## src/rtl/tkcs_pkg.sv

```systemverilog
// Package for the top-k count selector: record types, item structs, cell
// control codes and the FSM state type. No dependencies.
`default_nettype none
package tkcs_pkg;

    localparam int CAPACITY = 16;
    localparam int IDX_W    = (CAPACITY > 1) ? $clog2(CAPACITY) : 1;
    localparam int KEY_W    = 32;
    localparam int CNT_W    = 32;
    localparam int KEEP_W   = 5;

    localparam logic [KEEP_W-1:0] KEEP_RESET = KEEP_W'(16);

    localparam logic CMD_OFFER = 1'b0;
    localparam logic CMD_DRAIN = 1'b1;

    typedef struct packed {
        logic             command;
        logic [KEY_W-1:0] key;
        logic [CNT_W-1:0] entry_count;
    } t_in_item;

    typedef struct packed {
        logic [KEY_W-1:0] out_key;
        logic [CNT_W-1:0] out_count;
        logic             valid_res;
        logic             last;
    } t_out_item;

    typedef struct packed {
        logic [KEY_W-1:0] key;
        logic [CNT_W-1:0] count;
    } t_rec;

    typedef enum logic [1:0] {
        OP_NONE,
        OP_INSERT,
        OP_REPLACE,
        OP_SHIFT
    } t_op;

    typedef struct packed {
        t_op  op;
        t_rec new_rec;
    } t_cell_ctl;

    typedef enum logic {
        ST_IDLE,
        ST_DRAIN
    } t_state;

endpackage
`default_nettype wire

```

## src/rtl/top_k_count_selector_unit.sv

```systemverilog
// Top level of the top-k count selector: command port, limit register,
// drain sequencer and the chain of tkcs_cell slots. Depends on tkcs_pkg.
//
// Usage:
//   An item transfers at a rising edge with start high and busy low.
//   command 0 offers (key, entry_count); it gives no result, so offers may
//   follow each other in every cycle. While fewer than keep_count records
//   are kept the record enters; otherwise it replaces the smallest kept
//   record only if its count is strictly greater. command 1 drains: busy
//   stays high until the last record is shifted out, and results appear
//   one per cycle on o_result with o_strobe, smallest count first; the
//   first is registered from the drain state that the transfer enters,
//   and the final one has last set. An empty store gives one result with
//   valid_res low in the cycle after the transfer, without raising busy.
//   The rate is set by the chain: each slot compares against the offered
//   count in parallel and moves one record per cycle during a drain.
//   i_cfg_we writes keep_count (0 acts as 1, above 16 as 16); write it only
//   while idle. Reset empties the store and sets keep_count to 16.
//   Results cannot be held off: each is marked by o_strobe for exactly one cycle.
`default_nettype none
module top_k_count_selector_unit (
    input  wire logic                             i_clk,
    input  wire logic                             i_rst_n,
    input  wire logic                             start,
    output logic                                  busy,
    input  wire tkcs_pkg::t_in_item               i_item,
    output logic                                  o_strobe,
    output tkcs_pkg::t_out_item                   o_result,
    input  wire logic                             i_cfg_we,
    input  wire logic [tkcs_pkg::KEEP_W-1:0]      i_cfg_wdata
);
    import tkcs_pkg::*;

    logic [KEEP_W-1:0] r_keep_count;
    t_state            r_state;
    t_state            n_state;
    logic              r_strobe;
    logic              n_strobe;
    t_out_item         r_out;
    t_out_item         n_out;
    t_cell_ctl         w_ctl;
    t_rec              w_rec   [0:CAPACITY];
    logic              w_used  [0:CAPACITY];
    logic              w_after [0:CAPACITY-1];
    logic              w_lt    [0:CAPACITY];
    logic [IDX_W-1:0]  w_lim_idx;
    logic              w_full;
    logic              w_accept;

    assign w_rec[CAPACITY]  = '0;
    assign w_used[CAPACITY] = 1'b0;
    assign w_lt[CAPACITY]   = 1'b0;

    genvar g;
    generate
        for (g = 0; g < CAPACITY; g++) begin : g_cell
            tkcs_cell u_cell (
                .i_clk      (i_clk),
                .i_rst_n    (i_rst_n),
                .i_ctl      (w_ctl),
                .i_lo_rec   ((g == 0) ? w_rec[CAPACITY] : w_rec[(g == 0) ? 0 : g-1]),
                .i_lo_used  ((g == 0) ? 1'b0 : w_used[(g == 0) ? 0 : g-1]),
                .i_lo_after ((g == 0) ? 1'b0 : w_after[(g == 0) ? 0 : g-1]),
                .i_hi_rec   (w_rec[g+1]),
                .i_hi_used  (w_used[g+1]),
                .i_hi_lt    (w_lt[g+1]),
                .o_rec      (w_rec[g]),
                .o_used     (w_used[g]),
                .o_after    (w_after[g]),
                .o_lt       (w_lt[g])
            );
        end
    endgenerate

    always_comb begin
        if (r_keep_count == '0) begin
            w_lim_idx = '0;
        end else if (int'(r_keep_count) > CAPACITY) begin
            w_lim_idx = IDX_W'(CAPACITY - 1);
        end else begin
            w_lim_idx = IDX_W'(r_keep_count - KEEP_W'(1));
        end
    end

    // used slots form a prefix, so full means the slot at the limit is used
    assign w_full   = w_used[{1'b0, w_lim_idx}];
    assign busy     = (r_state == ST_DRAIN);
    assign w_accept = start && !busy;
    assign o_strobe = r_strobe;
    assign o_result = r_out;

    always_comb begin
        n_state = r_state;
        case (r_state)
            ST_IDLE: begin
                if (w_accept && i_item.command == CMD_DRAIN && w_used[0]) begin
                    n_state = ST_DRAIN;
                end
            end
            ST_DRAIN: begin
                if (!w_used[1]) begin
                    n_state = ST_IDLE;
                end
            end
            default: n_state = ST_IDLE;
        endcase
    end

    always_comb begin
        w_ctl.op      = OP_NONE;
        w_ctl.new_rec = '{key: i_item.key, count: i_item.entry_count};
        n_strobe      = 1'b0;
        n_out         = r_out;
        case (r_state)
            ST_IDLE: begin
                if (w_accept) begin
                    if (i_item.command == CMD_OFFER) begin
                        if (!w_full) begin
                            w_ctl.op = OP_INSERT;
                        end else if (i_item.entry_count > w_rec[0].count) begin
                            w_ctl.op = OP_REPLACE;
                        end
                    end else if (!w_used[0]) begin
                        n_strobe = 1'b1;
                        n_out    = '{out_key: '0, out_count: '0, valid_res: 1'b0,
                                     last: 1'b1};
                    end
                end
            end
            ST_DRAIN: begin
                w_ctl.op = OP_SHIFT;
                n_strobe = 1'b1;
                n_out    = '{out_key: w_rec[0].key, out_count: w_rec[0].count,
                             valid_res: 1'b1, last: !w_used[1]};
            end
            default: begin
                w_ctl.op = OP_NONE;
            end
        endcase
    end

    always_ff @(posedge i_clk) begin
        r_out <= n_out;
        if (!i_rst_n) begin
            r_state      <= ST_IDLE;
            r_strobe     <= 1'b0;
            r_keep_count <= KEEP_RESET;
        end else begin
            r_state  <= n_state;
            r_strobe <= n_strobe;
            if (i_cfg_we) begin
                r_keep_count <= i_cfg_wdata;
            end
        end
    end

    a_drain_nonempty: assert property (@(posedge i_clk) disable iff (!i_rst_n)
        busy |-> w_used[0])
        else $error("drain running on an empty store");

    a_invalid_is_last: assert property (@(posedge i_clk) disable iff (!i_rst_n)
        (o_strobe && !o_result.valid_res) |-> o_result.last)
        else $error("empty-drain result not marked last");

    a_drain_empties: assert property (@(posedge i_clk) disable iff (!i_rst_n)
        (busy && !w_used[1]) |=> (!w_used[0] && !busy))
        else $error("store not empty after final drain transfer");

    a_offer_silent: assert property (@(posedge i_clk) disable iff (!i_rst_n)
        (w_accept && i_item.command == CMD_OFFER) |=> !o_strobe)
        else $error("offer produced a result");

endmodule
`default_nettype wire

```

## src/rtl/tkcs_cell.sv

```systemverilog
// One slot of the sorted record chain; slot 0 holds the smallest rank.
// Depends on tkcs_pkg.
`default_nettype none
module tkcs_cell (
    input  wire logic               i_clk,
    input  wire logic               i_rst_n,
    input  wire tkcs_pkg::t_cell_ctl i_ctl,
    input  wire tkcs_pkg::t_rec     i_lo_rec,
    input  wire logic               i_lo_used,
    input  wire logic               i_lo_after,
    input  wire tkcs_pkg::t_rec     i_hi_rec,
    input  wire logic               i_hi_used,
    input  wire logic               i_hi_lt,
    output tkcs_pkg::t_rec          o_rec,
    output logic                    o_used,
    output logic                    o_after,
    output logic                    o_lt
);
    import tkcs_pkg::*;

    t_rec r_rec;
    t_rec n_rec;
    logic r_used;
    logic n_used;

    // at or past the insert point / strictly below the offered count
    assign o_after = !r_used || (r_rec.count >= i_ctl.new_rec.count);
    assign o_lt    = r_used && (r_rec.count < i_ctl.new_rec.count);
    assign o_rec   = r_rec;
    assign o_used  = r_used;

    always_comb begin
        n_rec  = r_rec;
        n_used = r_used;
        case (i_ctl.op)
            OP_INSERT: begin
                if (o_after) begin
                    if (i_lo_after) begin
                        n_rec  = i_lo_rec;
                        n_used = i_lo_used;
                    end else begin
                        n_rec  = i_ctl.new_rec;
                        n_used = 1'b1;
                    end
                end
            end
            OP_REPLACE: begin
                if (o_lt) begin
                    n_rec = i_hi_lt ? i_hi_rec : i_ctl.new_rec;
                end
            end
            OP_SHIFT: begin
                n_rec  = i_hi_rec;
                n_used = i_hi_used;
            end
            default: begin
                n_rec  = r_rec;
                n_used = r_used;
            end
        endcase
    end

    always_ff @(posedge i_clk) begin
        r_rec <= n_rec;
        if (!i_rst_n) begin
            r_used <= 1'b0;
        end else begin
            r_used <= n_used;
        end
    end

endmodule
`default_nettype wire
```

## config.mk

```make
export PLATFORM = sky130hd
export DESIGN_NAME = top_k_count_selector_unit
export DESIGN_NICKNAME = d
export VERILOG_FILES = /design/src/rtl/tkcs_pkg.sv /design/src/rtl/top_k_count_selector_unit.sv /design/src/rtl/tkcs_cell.sv
export SDC_FILE = /design/constraint.sdc
export NUM_CORES = 2
export LEC_CHECK = 0
export BUFFER_PORTS_ARGS = -buffer_cell sky130_fd_sc_hd__buf_2
export CAP_MARGIN = 0
export CORE_UTILIZATION = 62
export DETAILED_ROUTE_END_ITERATION = 10
export PLACE_DENSITY = 0.79
export SLEW_MARGIN = 10
export SYNTH_ARGS = -nofsm -noshare
export SYNTH_HDL_FRONTEND = slang
export SYNTH_SLANG_ARGS = --single-unit
```

## constraint.sdc

```tcl
create_clock -name i_clk -period 18.3 [get_ports i_clk]
set_clock_uncertainty 0.1 [all_clocks]
set_input_delay 3.66 -clock i_clk [delete_from_list [all_inputs] [get_ports i_clk]]
set_output_delay 3.66 -clock i_clk [all_outputs]
set_load 0.02 [all_outputs]
```

==> key figures <==
Status
  – Outcome: finished clean

Global routing
  – Pin count of the biggest net entering global routing: 81
  – Initial antenna violation count: 8
  – Vias in the first global route: 50190
  – All-Layer GR Usage: 0.4270
  – Congestion Overflow GR: 0
  – First-pass GRT wire length: 329100 um

Clocking
  – Clock buffer depth: 3
  – CTS tree: built
  – Root Buffer: clkbuf_16
  – Hold_buf cts: 0
  – Clock sink count: 1113
  – # H-tree levels: 3
  – Reg clk slew, reported paths: 0.06 ns
  – PostCTS Resize Cnt: 0
  – Worst skew pair latency: 0.75 ns
  – Post-CTS setup buffers: 0
  – Cts bufs inserted: 117

Critical path
  – Crit Reg-Reg Startpoint: r_keep_count[0]
  – Worst EP required: 18.79 ns
  – CP Data Arrival Time: 9.62 ns
  – Max FO, Critical Path: 35
  – Worst Setup End Kind: flip-flop
  – Crit start category: input pin
  – Crit Path Class: in -> reg
  – CP startpoint: i_item[25]

Synth
  – Fraction of synthesis flops using an asynchronous set or reset pin: 0
  – Mapped Cells: 5202
  – Seq cells post-synth: 1113
  – Ys flop type: edfxtp_1
  – Sequential share of the synthesized area: 0.5187
  – Cell variety after synth: 84
  – Syn_nets: 5789
  – Syn. warnings: 0
  – Post-Syn Area: 64000 um^2
  – EDFF count, synth: 1090
  – Synth Area per Inst: 12.30 um^2

STA
  – TNS Setup: 0 ns
  – Max Slew Vio Count: 0
  – # setup viols final: 0
  – Part of the cycle the worst path needs: 0.4988
  – Worst-Margin Slew: 1.321 ns
  – Final critical-path required period: 9.128 ns
  – Hold Violations, Final: 0
  – Slew margin rel.: 0.1112
  – Max Clk Rate: 0.1095 GHz
  – RSZ-0062 raised after global routing: no

Floorplan
  – Initial Util: 0.6272
  – Die W: 323.3 um
  – Row cnt: 117
  – Die Ht: 323.3 um
  – I/O pin count: 142
  – Core Region: 102000 um^2
  – Die ar.: 104500 um^2

Layout
  – Layout cells sized above 1: 0.1094
  – Layout Nets: 5745
  – Core Util, Final: 0.6807
  – Area Growth Syn to Fin: 8.525%

Min path
  – Worst hold start: g_cell[15].u_cell.o_rec[60]
  – Worst Hold Class: reg -> reg

Route
  – Via-per-instance ratio: 7.876
  – ANT nets after route: 0
  – DRC viols: 0
  – Total Wirelength: 226700 um
  – Via count: 52200
  – Initial DRT Pass Iterations: 8
  – Per-cell routed wire length: 34.21 um
  – DR iter-0 viols: 8709

Placed design
  – Port Buf Inserts: 141
  – Hpwl dp: 142000 um
  – Gpl congestion: 0.9861

Power and ir drop
  – Leak: 25.41 nW
  – Pwr/cell area: 106.6 nW/um^2
  – Max IR drop VDD: 80.59 uV

Flow run
  – Max-cap violation count: 0
final timing paths:
| path | to | slack (ns) | cells after the start |
|---|---|---|---|
| max | g_cell[13].u_cell.o_rec[53] | 9.17 | 12 |
| min | g_cell[14].u_cell.o_rec[60] | 0.44 | 1 |
| max reg2reg | g_cell[12].u_cell.o_rec[57] | 11.79 | 12 |
| min reg2reg | g_cell[14].u_cell.o_rec[60] | 0.44 | 1 |
per-layer routing:
layer  GRT usage  up-vias  routed length, um
met5           0        -                 49
met4      0.2273        8              14160
met3      0.1581      925              38170
met2      0.6057     4884              93500
met1      0.5681    25120              80860
li1            -    21260                  -
worst max-delay path: stages:
cell      delay [ns]
buf_2           0.34
inv_1           0.10
buf_4           0.26
ha_1            0.34
nand4_1         0.28
nor4_1          1.17
o311ai_0        0.59
and3_1          0.41
or3_4           0.42
a21oi_4         0.96
buf_4           0.74
a221o_1         0.29
where the power goes:
part           switching, W  internal (W)
clock network       0.00107       0.00127
registers          0.000243       0.00326
logic              0.000988      0.000572
sequential cells by signal, summed over array words and instances, names as in the netlist:
name and cells:
o_result 66, g_cell.u_cell.o_rec 1024, r_keep_count 5, busy 1, o_strobe 1, g_cell.u_cell.o_used 16
cells by family after synthesis:
family | after synthesis | synth area share
simple gates | 1073 | 0.09762
fa+ha+maj | 513 | 0.1003
mux | 81 | 0.01398
flops | 1113 | 0.5187
compound gates | 1894 | 0.2326
buf+inv | 528 | 0.03687
final cells by class:
cell class / instances / area (um^2)
multi-input combinational: 3561 / 28880
timing repair buffer: 260 / 1612
inverter: 105 / 394.1
tap: 1368 / 1712
sequential: 1113 / 33200
fill: 7301 / 32580
clock buffer: 139 / 3053
antenna: 2 / 5.005
clock inverter: 79 / 595.6
placed cells by master, fill, tap and decap left out, types with 35 or more instances in the layout:
cell type     n
a22oi_1     394
a22o_1       64
mux2_2       62
buf_4       118
a221o_1     516
edfxtp_1   1090
ha_1        513
clkinv_1     35
a21oi_1     210
o21ai_0     117
nand2_1     106
nand4_1     105
buf_2       141
a21o_1       59
o31ai_1     322
nor2_1       65
and3_1       72
clkbuf_16   119
and2_1      511
o21ai_1      46
nand3_1      48
inv_1       103
metrics by stage:
stage                     instances  hold slack [ns]  worst slack, ns  cell area [um^2]  total power, W
after floorplan                5202           0.3804            9.244             64000        0.004443
after global placement         6406           0.4256            8.517             65770        0.004948
after detailed placement       6406           0.4333            8.787             65780        0.005017
after CTS                      6624           0.4454            9.550             69430        0.007311
after global routing           6625           0.4532            9.272             69450        0.007592
final                          6627           0.4444            9.172             69450        0.007404
cell usage after synthesis (7+ instances only):
master,n,area share
a211oi_1,30,0.0035
a211oi_2,7,0.0014
a21o_1,67,0.0079
a21oi_1,211,0.017
a221o_1,516,0.081
a221oi_1,12,0.0016
a22o_1,64,0.0088
a22oi_1,394,0.046
a31o_2,9,0.0012
and2_1,511,0.050
and3_1,72,0.0070
buf_2,153,0.012
buf_4,14,0.0016
buf_6,17,0.0030
clkbuf_1,232,0.014
dfxtp_1,23,0.0072
edfxtp_1,1090,0.51
ha_1,513,0.10
inv_1,103,0.0060
mux2_2,62,0.011
mux2i_1,14,0.0022
nand2_1,107,0.0063
nand2b_1,19,0.0019
nand3_1,48,0.0038
nand4_1,105,0.010
nor2_1,74,0.0043
nor2b_1,27,0.0026
nor3_1,28,0.0022
nor4_1,23,0.0022
o211ai_1,19,0.0022
o21a_1,8,0.00094
o21ai_0,118,0.0092
o21ai_1,47,0.0037
o31ai_1,324,0.038
or3_1,16,0.0016
(Power assumes the default switching activity.)
